File: src/frame_header_checker_top_assert.svh
// Assertion macros shared by the frame header checker RTL.
// Each macro expands to one labeled concurrent assertion.
`ifndef FRAME_HEADER_CHECKER_TOP_ASSERT_SVH
`define FRAME_HEADER_CHECKER_TOP_ASSERT_SVH

// Condition implies property in the same cycle.
`define FHC_ASSERT_SAME(lbl, clk, rst_n, cond, prop) \
    lbl: assert property (@(posedge clk) disable iff (!(rst_n)) (cond) |-> (prop)) \
        else $error("fhc assertion failed");

// Condition implies property in the next cycle.
`define FHC_ASSERT_NEXT(lbl, clk, rst_n, cond, prop) \
    lbl: assert property (@(posedge clk) disable iff (!(rst_n)) (cond) |=> (prop)) \
        else $error("fhc assertion failed");

`endif

File: src/fhc_pkg.sv
`timescale 1ns / 1ps
// ----------------------------------------------------------------------------
// fhc_pkg
// Constants and codes of the frame header checker.
// ----------------------------------------------------------------------------
package fhc_pkg;

    // Header geometry
    localparam int HEADER_BYTES = 40;
    localparam int HEADER_W     = HEADER_BYTES * 8;

    // Byte counter, saturating
    localparam int              COUNT_W   = 6;
    localparam logic [COUNT_W-1:0] COUNT_MAX = {COUNT_W{1'b1}};
    localparam logic [COUNT_W-1:0] COUNT_FULL = COUNT_W'(HEADER_BYTES);

    // Configuration register indexes
    localparam int              CFG_INDEX_W = 8;
    localparam logic [CFG_INDEX_W-1:0] REG_EXPECTED_MAGIC = 8'd0;
    localparam logic [CFG_INDEX_W-1:0] REG_REQUIRED_MAJOR = 8'd1;
    localparam logic [CFG_INDEX_W-1:0] REG_NEWEST_MINOR   = 8'd2;
    localparam logic [CFG_INDEX_W-1:0] REG_PAYLOAD_LIMIT  = 8'd3;

    // Error codes
    localparam logic [2:0] ERR_OK         = 3'd0;
    localparam logic [2:0] ERR_BAD_LENGTH = 3'd1;
    localparam logic [2:0] ERR_BAD_MAGIC  = 3'd2;
    localparam logic [2:0] ERR_VERSION    = 3'd3;
    localparam logic [2:0] ERR_RESERVED   = 3'd4;
    localparam logic [2:0] ERR_TOO_LARGE  = 3'd5;

    // Configuration reset values
    localparam logic [31:0] MAGIC_RESET = 32'h0000_0000;
    localparam logic [15:0] MAJOR_RESET = 16'd1;
    localparam logic [15:0] MINOR_RESET = 16'd0;
    localparam logic [63:0] LIMIT_RESET = {64{1'b1}};

endpackage

File: src/frame_header_checker_top.sv
`timescale 1ns / 1ps
// ----------------------------------------------------------------------------
// frame_header_checker_top
// Assembles a 40-byte little-endian frame header from a byte stream and
// reports an error code with the decoded fields on the final byte.
// ----------------------------------------------------------------------------
//  channel  | ports                        | moves
//  ---------+------------------------------+-------------------------------
//  s_       | s_valid/s_ready, 2 fields    | one header byte per transfer
//  m_       | m_valid/m_ready, 8 fields    | one result per final byte
//  cfg_     | cfg_valid/cfg_ready          | index + data register write
//
// One byte is taken every cycle while s_ready is high; the snapshot register takes a
// final byte at its transfer edge, and the result is valid from the result register.
// Rate is set by the byte insert into the header register, one per cycle unstalled.
// Reset (aresetn low, synchronous) clears the byte counter and the valid flags
// and loads the configuration reset values. A stalled m_ side backs up through the
// snapshot stage into s_ready; cfg_ready is always high.
// ----------------------------------------------------------------------------
module frame_header_checker_top (
    input  logic                              aclk,
    input  logic                              aresetn,
    // byte input
    input  logic                              s_valid,
    output logic                              s_ready,
    input  logic [7:0]                        s_data_byte,
    input  logic                              s_final_byte,
    // result output
    output logic                              m_valid,
    input  logic                              m_ready,
    output logic [2:0]                        m_error_code,
    output logic [15:0]                       m_major_version,
    output logic [15:0]                       m_minor_version,
    output logic [15:0]                       m_message_kind,
    output logic [15:0]                       m_header_flags,
    output logic [63:0]                       m_request_number,
    output logic [63:0]                       m_payload_length,
    output logic [63:0]                       m_payload_sum,
    // configuration writes
    input  logic                              cfg_valid,
    output logic                              cfg_ready,
    input  logic [fhc_pkg::CFG_INDEX_W-1:0]   cfg_index,
    input  logic [63:0]                       cfg_data
);

    `include "frame_header_checker_top_assert.svh"

    // Configuration registers
    logic [31:0] expected_magic_reg;
    logic [15:0] required_major_reg;
    logic [15:0] newest_minor_reg;
    logic [63:0] payload_limit_reg;

    // Assembly state
    logic [fhc_pkg::COUNT_W-1:0]  count_reg;
    logic [fhc_pkg::COUNT_W-1:0]  count_next;
    logic [fhc_pkg::HEADER_W-1:0] hdr_reg;
    logic [fhc_pkg::HEADER_W-1:0] hdr_next;

    // Snapshot stage
    logic                         snap_valid_reg;
    logic [fhc_pkg::COUNT_W-1:0]  snap_count_reg;
    logic [fhc_pkg::HEADER_W-1:0] snap_hdr_reg;

    // Result stage
    logic        m_valid_reg;
    logic [2:0]  err_reg,   err_next;
    logic [15:0] major_reg, major_next;
    logic [15:0] minor_reg, minor_next;
    logic [15:0] kind_reg,  kind_next;
    logic [15:0] flags_reg, flags_next;
    logic [63:0] req_reg,   req_next;
    logic [63:0] size_reg,  size_next;
    logic [63:0] sum_reg,   sum_next;

    // Decoded words of the snapshot
    logic [31:0] f_magic;
    logic [15:0] f_major;
    logic [15:0] f_minor;
    logic [15:0] f_kind;
    logic [15:0] f_flags;
    logic [31:0] f_reserved;
    logic [63:0] f_request;
    logic [63:0] f_size;
    logic [63:0] f_sum;

    logic out_ready;
    logic in_xfer;

    // Flow control: result register frees the snapshot, snapshot frees input
    assign out_ready = !m_valid_reg || m_ready;
    assign s_ready   = !snap_valid_reg || out_ready;
    assign in_xfer   = s_valid && s_ready;
    assign cfg_ready = 1'b1;

    // Configuration decode
    always_ff @(posedge aclk) begin
        if (!aresetn) begin
            expected_magic_reg <= fhc_pkg::MAGIC_RESET;
            required_major_reg <= fhc_pkg::MAJOR_RESET;
            newest_minor_reg   <= fhc_pkg::MINOR_RESET;
            payload_limit_reg  <= fhc_pkg::LIMIT_RESET;
        end else if (cfg_valid && cfg_ready) begin
            unique case (cfg_index)
                fhc_pkg::REG_EXPECTED_MAGIC: expected_magic_reg <= cfg_data[31:0];
                fhc_pkg::REG_REQUIRED_MAJOR: required_major_reg <= cfg_data[15:0];
                fhc_pkg::REG_NEWEST_MINOR:   newest_minor_reg   <= cfg_data[15:0];
                fhc_pkg::REG_PAYLOAD_LIMIT:  payload_limit_reg  <= cfg_data;
                default: ;
            endcase
        end
    end

    // Byte insert and saturating count
    always_comb begin
        hdr_next = hdr_reg;
        for (int i = 0; i < fhc_pkg::HEADER_BYTES; i++) begin
            if (count_reg == fhc_pkg::COUNT_W'(i)) begin
                hdr_next[i*8 +: 8] = s_data_byte;
            end
        end
        if (count_reg == fhc_pkg::COUNT_MAX) begin
            count_next = count_reg;
        end else begin
            count_next = count_reg + fhc_pkg::COUNT_W'(1);
        end
    end

    // Header bytes are all rewritten by any buffer of the right length,
    // so the assembly register needs neither reset nor clearing.
    always_ff @(posedge aclk) begin
        if (in_xfer) begin
            hdr_reg <= hdr_next;
        end
    end

    always_ff @(posedge aclk) begin
        if (!aresetn) begin
            count_reg <= '0;
        end else if (in_xfer) begin
            count_reg <= s_final_byte ? '0 : count_next;
        end
    end

    // Snapshot of a finished buffer
    always_ff @(posedge aclk) begin
        if (!aresetn) begin
            snap_valid_reg <= 1'b0;
        end else if (s_ready) begin
            snap_valid_reg <= in_xfer && s_final_byte;
        end
    end

    always_ff @(posedge aclk) begin
        if (in_xfer && s_final_byte) begin
            snap_hdr_reg   <= hdr_next;
            snap_count_reg <= count_next;
        end
    end

    // Field extraction, little-endian byte order
    assign f_magic    = snap_hdr_reg[31:0];
    assign f_major    = snap_hdr_reg[47:32];
    assign f_minor    = snap_hdr_reg[63:48];
    assign f_kind     = snap_hdr_reg[79:64];
    assign f_flags    = snap_hdr_reg[95:80];
    assign f_reserved = snap_hdr_reg[127:96];
    assign f_request  = snap_hdr_reg[191:128];
    assign f_size     = snap_hdr_reg[255:192];
    assign f_sum      = snap_hdr_reg[319:256];

    // Checks in priority order; fields past the failing check read zero
    always_comb begin
        err_next   = fhc_pkg::ERR_OK;
        major_next = '0;
        minor_next = '0;
        kind_next  = '0;
        flags_next = '0;
        req_next   = '0;
        size_next  = '0;
        sum_next   = '0;
        if (snap_count_reg != fhc_pkg::COUNT_FULL) begin
            err_next = fhc_pkg::ERR_BAD_LENGTH;
        end else if (f_magic != expected_magic_reg) begin
            err_next = fhc_pkg::ERR_BAD_MAGIC;
        end else if (f_major != required_major_reg || f_minor > newest_minor_reg) begin
            err_next   = fhc_pkg::ERR_VERSION;
            major_next = f_major;
            minor_next = f_minor;
        end else if (f_reserved != 32'd0) begin
            err_next   = fhc_pkg::ERR_RESERVED;
            major_next = f_major;
            minor_next = f_minor;
            kind_next  = f_kind;
            flags_next = f_flags;
        end else begin
            err_next   = (f_size > payload_limit_reg) ? fhc_pkg::ERR_TOO_LARGE
                                                      : fhc_pkg::ERR_OK;
            major_next = f_major;
            minor_next = f_minor;
            kind_next  = f_kind;
            flags_next = f_flags;
            req_next   = f_request;
            size_next  = f_size;
            sum_next   = f_sum;
        end
    end

    // Result register
    always_ff @(posedge aclk) begin
        if (!aresetn) begin
            m_valid_reg <= 1'b0;
        end else if (out_ready) begin
            m_valid_reg <= snap_valid_reg;
        end
    end

    always_ff @(posedge aclk) begin
        if (out_ready && snap_valid_reg) begin
            err_reg   <= err_next;
            major_reg <= major_next;
            minor_reg <= minor_next;
            kind_reg  <= kind_next;
            flags_reg <= flags_next;
            req_reg   <= req_next;
            size_reg  <= size_next;
            sum_reg   <= sum_next;
        end
    end

    assign m_valid          = m_valid_reg;
    assign m_error_code     = err_reg;
    assign m_major_version  = major_reg;
    assign m_minor_version  = minor_reg;
    assign m_message_kind   = kind_reg;
    assign m_header_flags   = flags_reg;
    assign m_request_number = req_reg;
    assign m_payload_length = size_reg;
    assign m_payload_sum    = sum_reg;

    // Checks
    `FHC_ASSERT_NEXT(a_count_step, aclk, aresetn,
        in_xfer && !s_final_byte && count_reg != fhc_pkg::COUNT_MAX,
        count_reg == $past(count_reg) + fhc_pkg::COUNT_W'(1))
    `FHC_ASSERT_NEXT(a_final_snap, aclk, aresetn, in_xfer && s_final_byte,
        snap_valid_reg && count_reg == '0)
    `FHC_ASSERT_SAME(a_len_zero, aclk, aresetn,
        m_valid_reg && err_reg == fhc_pkg::ERR_BAD_LENGTH,
        major_reg == '0 && req_reg == '0 && sum_reg == '0)

endmodule
File: config.mk
export PLATFORM = sky130hd
export DESIGN_NAME = frame_header_checker_top
export DESIGN_NICKNAME = d
export VERILOG_FILES = /design/src/fhc_pkg.sv /design/src/frame_header_checker_top.sv
export VERILOG_INCLUDE_DIRS = /design/src /design/src/src
export SDC_FILE = /design/constraint.sdc
export NUM_CORES = 1
export LEC_CHECK = 0
export BUFFER_PORTS_ARGS = -buffer_cell sky130_fd_sc_hd__buf_2
export CORE_MARGIN = 4
export CORE_UTILIZATION = 50
export DETAILED_ROUTE_END_ITERATION = 7
export GPL_TIMING_DRIVEN = 1
export PLACE_DENSITY = 0.8
export SLEW_MARGIN = 20
export SYNTH_ARGS = -nofsm -noshare
export SYNTH_HDL_FRONTEND = slang
export SYNTH_SLANG_ARGS = --single-unit
File: constraint.sdc
create_clock -name aclk -period 16 [get_ports aclk]
set_input_delay 2.4 -clock aclk [delete_from_list [all_inputs] [get_ports aclk]]
set_output_delay 2.4 -clock aclk [all_outputs]
set_load 0.005 [all_outputs]
==> results of run 1 <==
## synth_stat cells, drive strengths merged, types with 3 or more instances
cell type,instances
o211ai,65
nor2,33
mux2i,34
nand3,22
a22oi,5
inv,88
dfxtp,136
nor2b,43
a221oi,4
mux2,320
o21a,4
nor3,4
edfxtp,905
and2,257
nor4,24
xor2,48
a21boi,33
nand2,177
ha,84
nand4,19
nand2b,7
nand3b,3
o21ai,16
buf,24
and4,3
a21oi,38
clkbuf,89
## power by group
group          total [uW]  switching (uW)  internal [uW]
registers            3080            30.2           3050
logic                 198             133           64.6
clock network        2530            1030           1500
## routing by layer
layer,vias to the layer above,part of all wire
met5,-,0
met4,0,0.028
met3,162,0.065
met2,755,0.49
met1,11350,0.41
li1,9978,-
## path summary, 6_finish.rpt
kind | endpoint | slack (ns) | cells past startpoint
worst max-delay path | snap_hdr_reg[110] | 10.40 | 9
worst min-delay path | expected_magic_reg[19] | 0.47 | 2
worst min register to register | expected_magic_reg[19] | 0.47 | 2
worst max register to register | m_payload_sum[53] | 11.14 | 8
## cell families (layout without fill, tap and decap cells)
group / after synthesis / count (layout) / share of synthesized area
buffers and inverters: 201 / 654 / 0.02014
xor gates and xnor gates: 50 / 50 / 0.01078
AOI/OAI and AO/OA: 177 / 177 / 0.02993
other: 1 / 2 / 0.00009229
DFF: 1041 / 1041 / 0.7359
and+or+nand+nor: 603 / 603 / 0.08028
adders and majority gates: 84 / 84 / 0.02587
muxes: 354 / 354 / 0.09706
## worst max-delay path, cell delays in order
cell	delay (ns)
buf_2	0.09
nor2b_1	0.08
nand2_1	0.12
nand2_1	0.30
inv_8	0.55
nand2_1	0.21
clkinvlp_4	0.61
buf_4	0.64
buf_6	0.70
## through the flow
stage | hold slack, ns | setup WS, ns | util | cell area (sq um) | total power [uW]
5_1_grt | 0.4881 | 10.18 | 0.5853 | 47150 | 5999
3_3_place_gp | 0.4534 | 9.675 | 0.5390 | 43410 | 3320
3_5_place_dp | 0.4583 | 9.507 | 0.5391 | 43430 | 3336
4_1_cts | 0.4698 | 10.18 | 0.5839 | 47030 | 5858
6_report | 0.4672 | 10.40 | 0.5853 | 47150 | 5808
2_1_floorplan | 0.4468 | 1.202 | - | 40640 | 3263
## layout make-up
| type | count | share of cell area |
|---|---|---|
| diodes | 1 | 0.00005308 |
| clock buffers | 131 | 0.05881 |
| clock inverters | 61 | 0.01759 |
| inverters | 88 | 0.007245 |
| multi-input cells | 1269 | 0.2108 |
| flip-flops and latches | 1041 | 0.6341 |
| well taps | 1060 | 0.02813 |
| repair buffers | 374 | 0.04318 |
==> results by group, run 1 <==
Run status
  – Outcome: complete, no violations

Floorplan
  – Die Y: 293.1 um
  – Site Rows: 104
  – Die Footprint: 85890 sq um
  – I/O pins: 348
  – Die width: 293.1 um
  – Core Region: 80550 sq um
  – Initial core utilization: 0.5044

Yosys
  – Post-synth cell types: 56
  – Register area share after synthesis: 0.7359
  – Syn Std Cell Area: 40630 sq um
  – Synth area leaders: edfxtp_1 67%, mux2_2 8.9%, dfxtp_1 6.7%
  – Async S/R FF share, synth: 0
  – Synth Area per Inst: 16.18 sq um
  – Post-synth top flop: edfxtp_1
  – Mapped Cells: 2511
  – #FFs+latches synth: 1041
  – Post-Syn Nets: 2681
  – Synth warn: 0
  – Synth area leader: edfxtp_1
  – Synth top area share: 0.6688
  – EDFF count, synth: 905

Placed design
  – RePlAce Congestion: 0.8187
  – IO Port Bufs: 346
  – Placed cells: 3828
  – DP HPWL: 57630 um

Worst hold path
  – Worst hold path type: flip-flop to flip-flop
  – Start point of the worst hold path: expected_magic_reg[19]

Timing
  – Fin Setup TNS: 0 ns
  – Setup Skew: 0.04129 ns
  – Worst Max-Slew Pin Slew: 1.090 ns
  – Max transition margin: 0.2707
  – Fmax: 0.1787 GHz
  – Minimum clock period: 5.596 ns
  – Fin. Hold Viols: 0
  – RSZ-0062 raised after global routing: no
  – # setup viols final: 0
  – Slew Viols, Final: 0
  – Final worst-path cycle share: 0.3498

Worst setup path
  – Critical setup path kind: input pin to flip-flop
  – Worst EP required: 16.25 ns
  – CP arrival: 5.85 ns
  – Startpoint types: input pin
  – Reg2reg start: snap_hdr_reg[11]
  – Crit. Startpoint: m_ready
  – Crit. End Element: flip-flop
  – Max Fanout on Critical Path: 86

Power and ir drop
  – Peak VDD IR: 98.31 uV
  – Power Density: 123.2 nW/um^2
  – Cell leakage power: 0.01824 uW

GRT
  – GRT overflow: 0
  – Largest net degree at the start of global routing: 113
  – Most used routing layer: met2
  – GRT Util Overall: 0.2122
  – Routing usage on met3: 0.03794
  – GR met1 Demand/Resource: 0.2828
  – Vias in the first global route: 23055
  – Initial antenna violation count: 4
  – First-pass GRT wire length: 139400 um
  – Met2 Usage GRT: 0.3572

Routing
  – DRC Markers: 0
  – Via count: 22245
  – 1st-iter DRT viols: 1738
  – Post-route ant nets: 0
  – Pre-Repair DR Iteration Count: 5
  – Drt wl/cell: 23.05 um
  – Drt total wl: 92790 um
  – Vias per Instance: 5.527

Clock network
  – CTS Hold Bufs: 0
  – CTS sink count: 1041
  – CTS tree: built
  – Num CTS Buffers: 103
  – Worst-path clk slew: 0.06 ns
  – Post CTS Setup Buffer Count: 0
  – Max clock buf depth: 3
  – Clock Latency Late Sink: 0.66 ns
  – Post-CTS sizing: 0
  – Root buffer cell: clkbuf_16
  – H-tree depth: 3

Finish
  – Reg area: 29900 sq um
  – # nets final: 3047
  – Non-filler cells in the finished layout: 4025
  – Area of the multi-input gates: 9941 sq um
  – Commonest non-fill, non-tap cell in the layout: edfxtp_1
  – P&R area growth vs syn: 16.04%
  – Share of layout cells above drive strength 1: 0.2949
  – Most frequent cells in the layout: 905 x edfxtp_1, 345 x buf_2, 320 x mux2_2
  – FILL cells: 5837

Job
  – Max-cap check violation count: 0
(Power assumes the default switching activity.)
==> run 2: changes to the inputs <==
--- a/config.mk
+++ b/config.mk
@@ -11,7 +11,7 @@
 export CORE_UTILIZATION = 50
 export DETAILED_ROUTE_END_ITERATION = 7
 export GPL_TIMING_DRIVEN = 1
-export PLACE_DENSITY = 0.8
+export PLACE_DENSITY = 0.78
 export SLEW_MARGIN = 20
 export SYNTH_ARGS = -nofsm -noshare
 export SYNTH_HDL_FRONTEND = slang
==> constraint.sdc (replaced) <==
create_clock -name aclk -period 5.2 [get_ports aclk]
set_input_delay 0.78 -clock aclk [delete_from_list [all_inputs] [get_ports aclk]]
set_output_delay 0.78 -clock aclk [all_outputs]
set_load 0.005 [all_outputs]
==> results by group, run 2 (same netlist as run 1, synthesis figures left out) <==
Worst setup path
  – Critical path, cell by cell: xor2_1, nor4_1, nand4_1, nor3_4, buf_4, o211a_4, and2b_4, buf_4, and2_1
  – Most frequent CP cell: buf_4
  – Critical setup path kind: flip-flop to flip-flop
  – Worst EP required: 5.71 ns
  – CP delay by family, top: simple AND/OR/NAND/NOR gates
  – Critical path's largest stage delay: 0.47 ns
  – CP arrival: 4.15 ns
  – Reg2reg start: snap_hdr_reg[11]
  – WP buf/inv: 2
  – Crit. Startpoint: snap_hdr_reg[11]
  – Startpoint types: flip-flop
  – Slowest-stage cell, CP: nor4_1
  – Crit. End Element: flip-flop
  – Max Fanout on Critical Path: 58

Clock network
  – Post CTS Setup Buffer Count: 0
  – Root buffer cell: clkbuf_16
  – CTS Hold Bufs: 0
  – Post-CTS sizing: 0
  – Worst-path clk slew: 0.06 ns
  – H-tree depth: 3
  – Num CTS Buffers: 105
  – Clock Latency Late Sink: 0.67 ns
  – CTS sink count: 1041
  – Max clock buf depth: 3
  – CTS tree: built

Power and ir drop
  – Peak VDD IR: 289.8 uV
  – Cell leakage power: 0.01818 uW
  – Clock Power Share: 0.429
  – Sequential fraction of design power: 0.537
  – Power Internal: 14030 uW
  – Switching share of power: 0.2067
  – Power Density: 376.0 nW/um^2
  – Tot Pwr: 17680 uW
  – Combinational share of power: 0.034
  – Sw power: 3655 uW

Worst hold path
  – Worst hold path type: input pin to flip-flop
  – Start point of the worst hold path: cfg_data[55]

Finish
  – Commonest non-fill, non-tap cell in the layout: edfxtp_1
  – FILL cells: 5920
  – Most frequent cells in the layout: 905 x edfxtp_1, 345 x buf_2, 320 x mux2_2
  – # nets final: 3045
  – P&R area growth vs syn: 15.75%
  – Final core utilization: 0.5839
  – Design area: 47030 sq um
  – Share of layout cells above drive strength 1: 0.2913

Floorplan
  – Die width: 293.1 um
  – Die Y: 293.1 um
  – Die Footprint: 85890 sq um
  – Initial core utilization: 0.5044
  – I/O pins: 348
  – Site Rows: 104
  – Core Region: 80550 sq um

Routing
  – Vias per Instance: 5.490
  – Pre-Repair DR Iteration Count: 5
  – Drt wl/cell: 23.19 um
  – Drt total wl: 93380 um
  – Post-route ant nets: 0
  – Via count: 22110
  – DRC Markers: 0
  – 1st-iter DRT viols: 1747

Timing
  – Fin Setup TNS: 0 ns
  – Max transition margin: 0.2255
  – Fin. Hold Viols: 0
  – Final setup margin: 1.561 ns
  – Final worst-path cycle share: 0.6997
  – Fmax: 0.2748 GHz
  – Minimum clock period: 3.639 ns
  – # setup viols final: 0
  – Slew Viols, Final: 0
  – RSZ-0062 raised after global routing: no
  – Setup Skew: 0.04264 ns
  – Worst Max-Slew Pin Slew: 1.162 ns

Placed design
  – Placed instance area: 43510 sq um
  – RePlAce Congestion: 0.8522
  – Dpl ws: 1.570 ns
  – DP HPWL: 58430 um
  – IO Port Bufs: 346

Run status
  – Outcome: complete, no violations

Job
  – Max-cap check violation count: 0

GRT
  – Vias in the first global route: 22999
  – GRT overflow: 0
  – First-pass GRT wire length: 138800 um
  – GRT Util Overall: 0.2121
  – Initial antenna violation count: 3
  – Largest net degree at the start of global routing: 164
## run 2: final cells by class
type / instances / area (sq um) / share of cell area
timing repair buffer: 370 / 1989 / 0.04230
tap: 1060 / 1326 / 0.02820
clock buffer: 147 / 2949 / 0.06271
multi-input combinational: 1269 / 9956 / 0.2117
clock inverter: 51 / 569.3 / 0.01211
inverter: 88 / 337.8 / 0.007183
antenna: 1 / 2.502 / 0.00005321
sequential: 1041 / 29900 / 0.6358
## run 2: final timing paths
check / end / cells after the start / slack, ns
setup / recovery: m_request_number[24] / 9 / 1.56
hold reg to reg: expected_magic_reg[7] / 2 / 0.47
setup reg to reg: m_request_number[24] / 9 / 1.56
hold / removal: payload_limit_reg[55] / 3 / 0.35
## run 2: worst register-to-register path: stages, from the launching register on
cell      delay [ns]
edfxtp_1        0.39
xor2_1          0.16
nor4_1          0.47
nand4_1         0.35
nor3_4          0.23
buf_4           0.31
o211a_4         0.46
and2b_4         0.47
buf_4           0.45
and2_1          0.21
## run 2: per-layer routing
layer,vias up,wire [um],GRT usage
li1,9981,-,-
met1,11169,37750,0.2781
met2,770,45690,0.3555
met3,190,6744,0.04203
met4,0,3197,0.07531
met5,-,0,0
## run 2: metrics by stage
step	instances	hold WS [ns]
3_5_place_dp	3828	0.4593
5_1_grt	4026	0.3339
3_3_place_gp	3828	0.4527
4_1_cts	4026	0.3144
2_1_floorplan	2511	0.4468
6_report	4027	0.3511
## run 2: power by group through the flow
stage / clock network (uW) / registers [uW] / logic (uW)
6_report: 7590 / 9490 / 604
5_1_grt: 8130 / 9510 / 651
4_1_cts: 7750 / 9490 / 608
3_5_place_dp: 0 / 9670 / 606
3_3_place_gp: 0 / 9650 / 575
2_1_floorplan: 0 / 9680 / 337
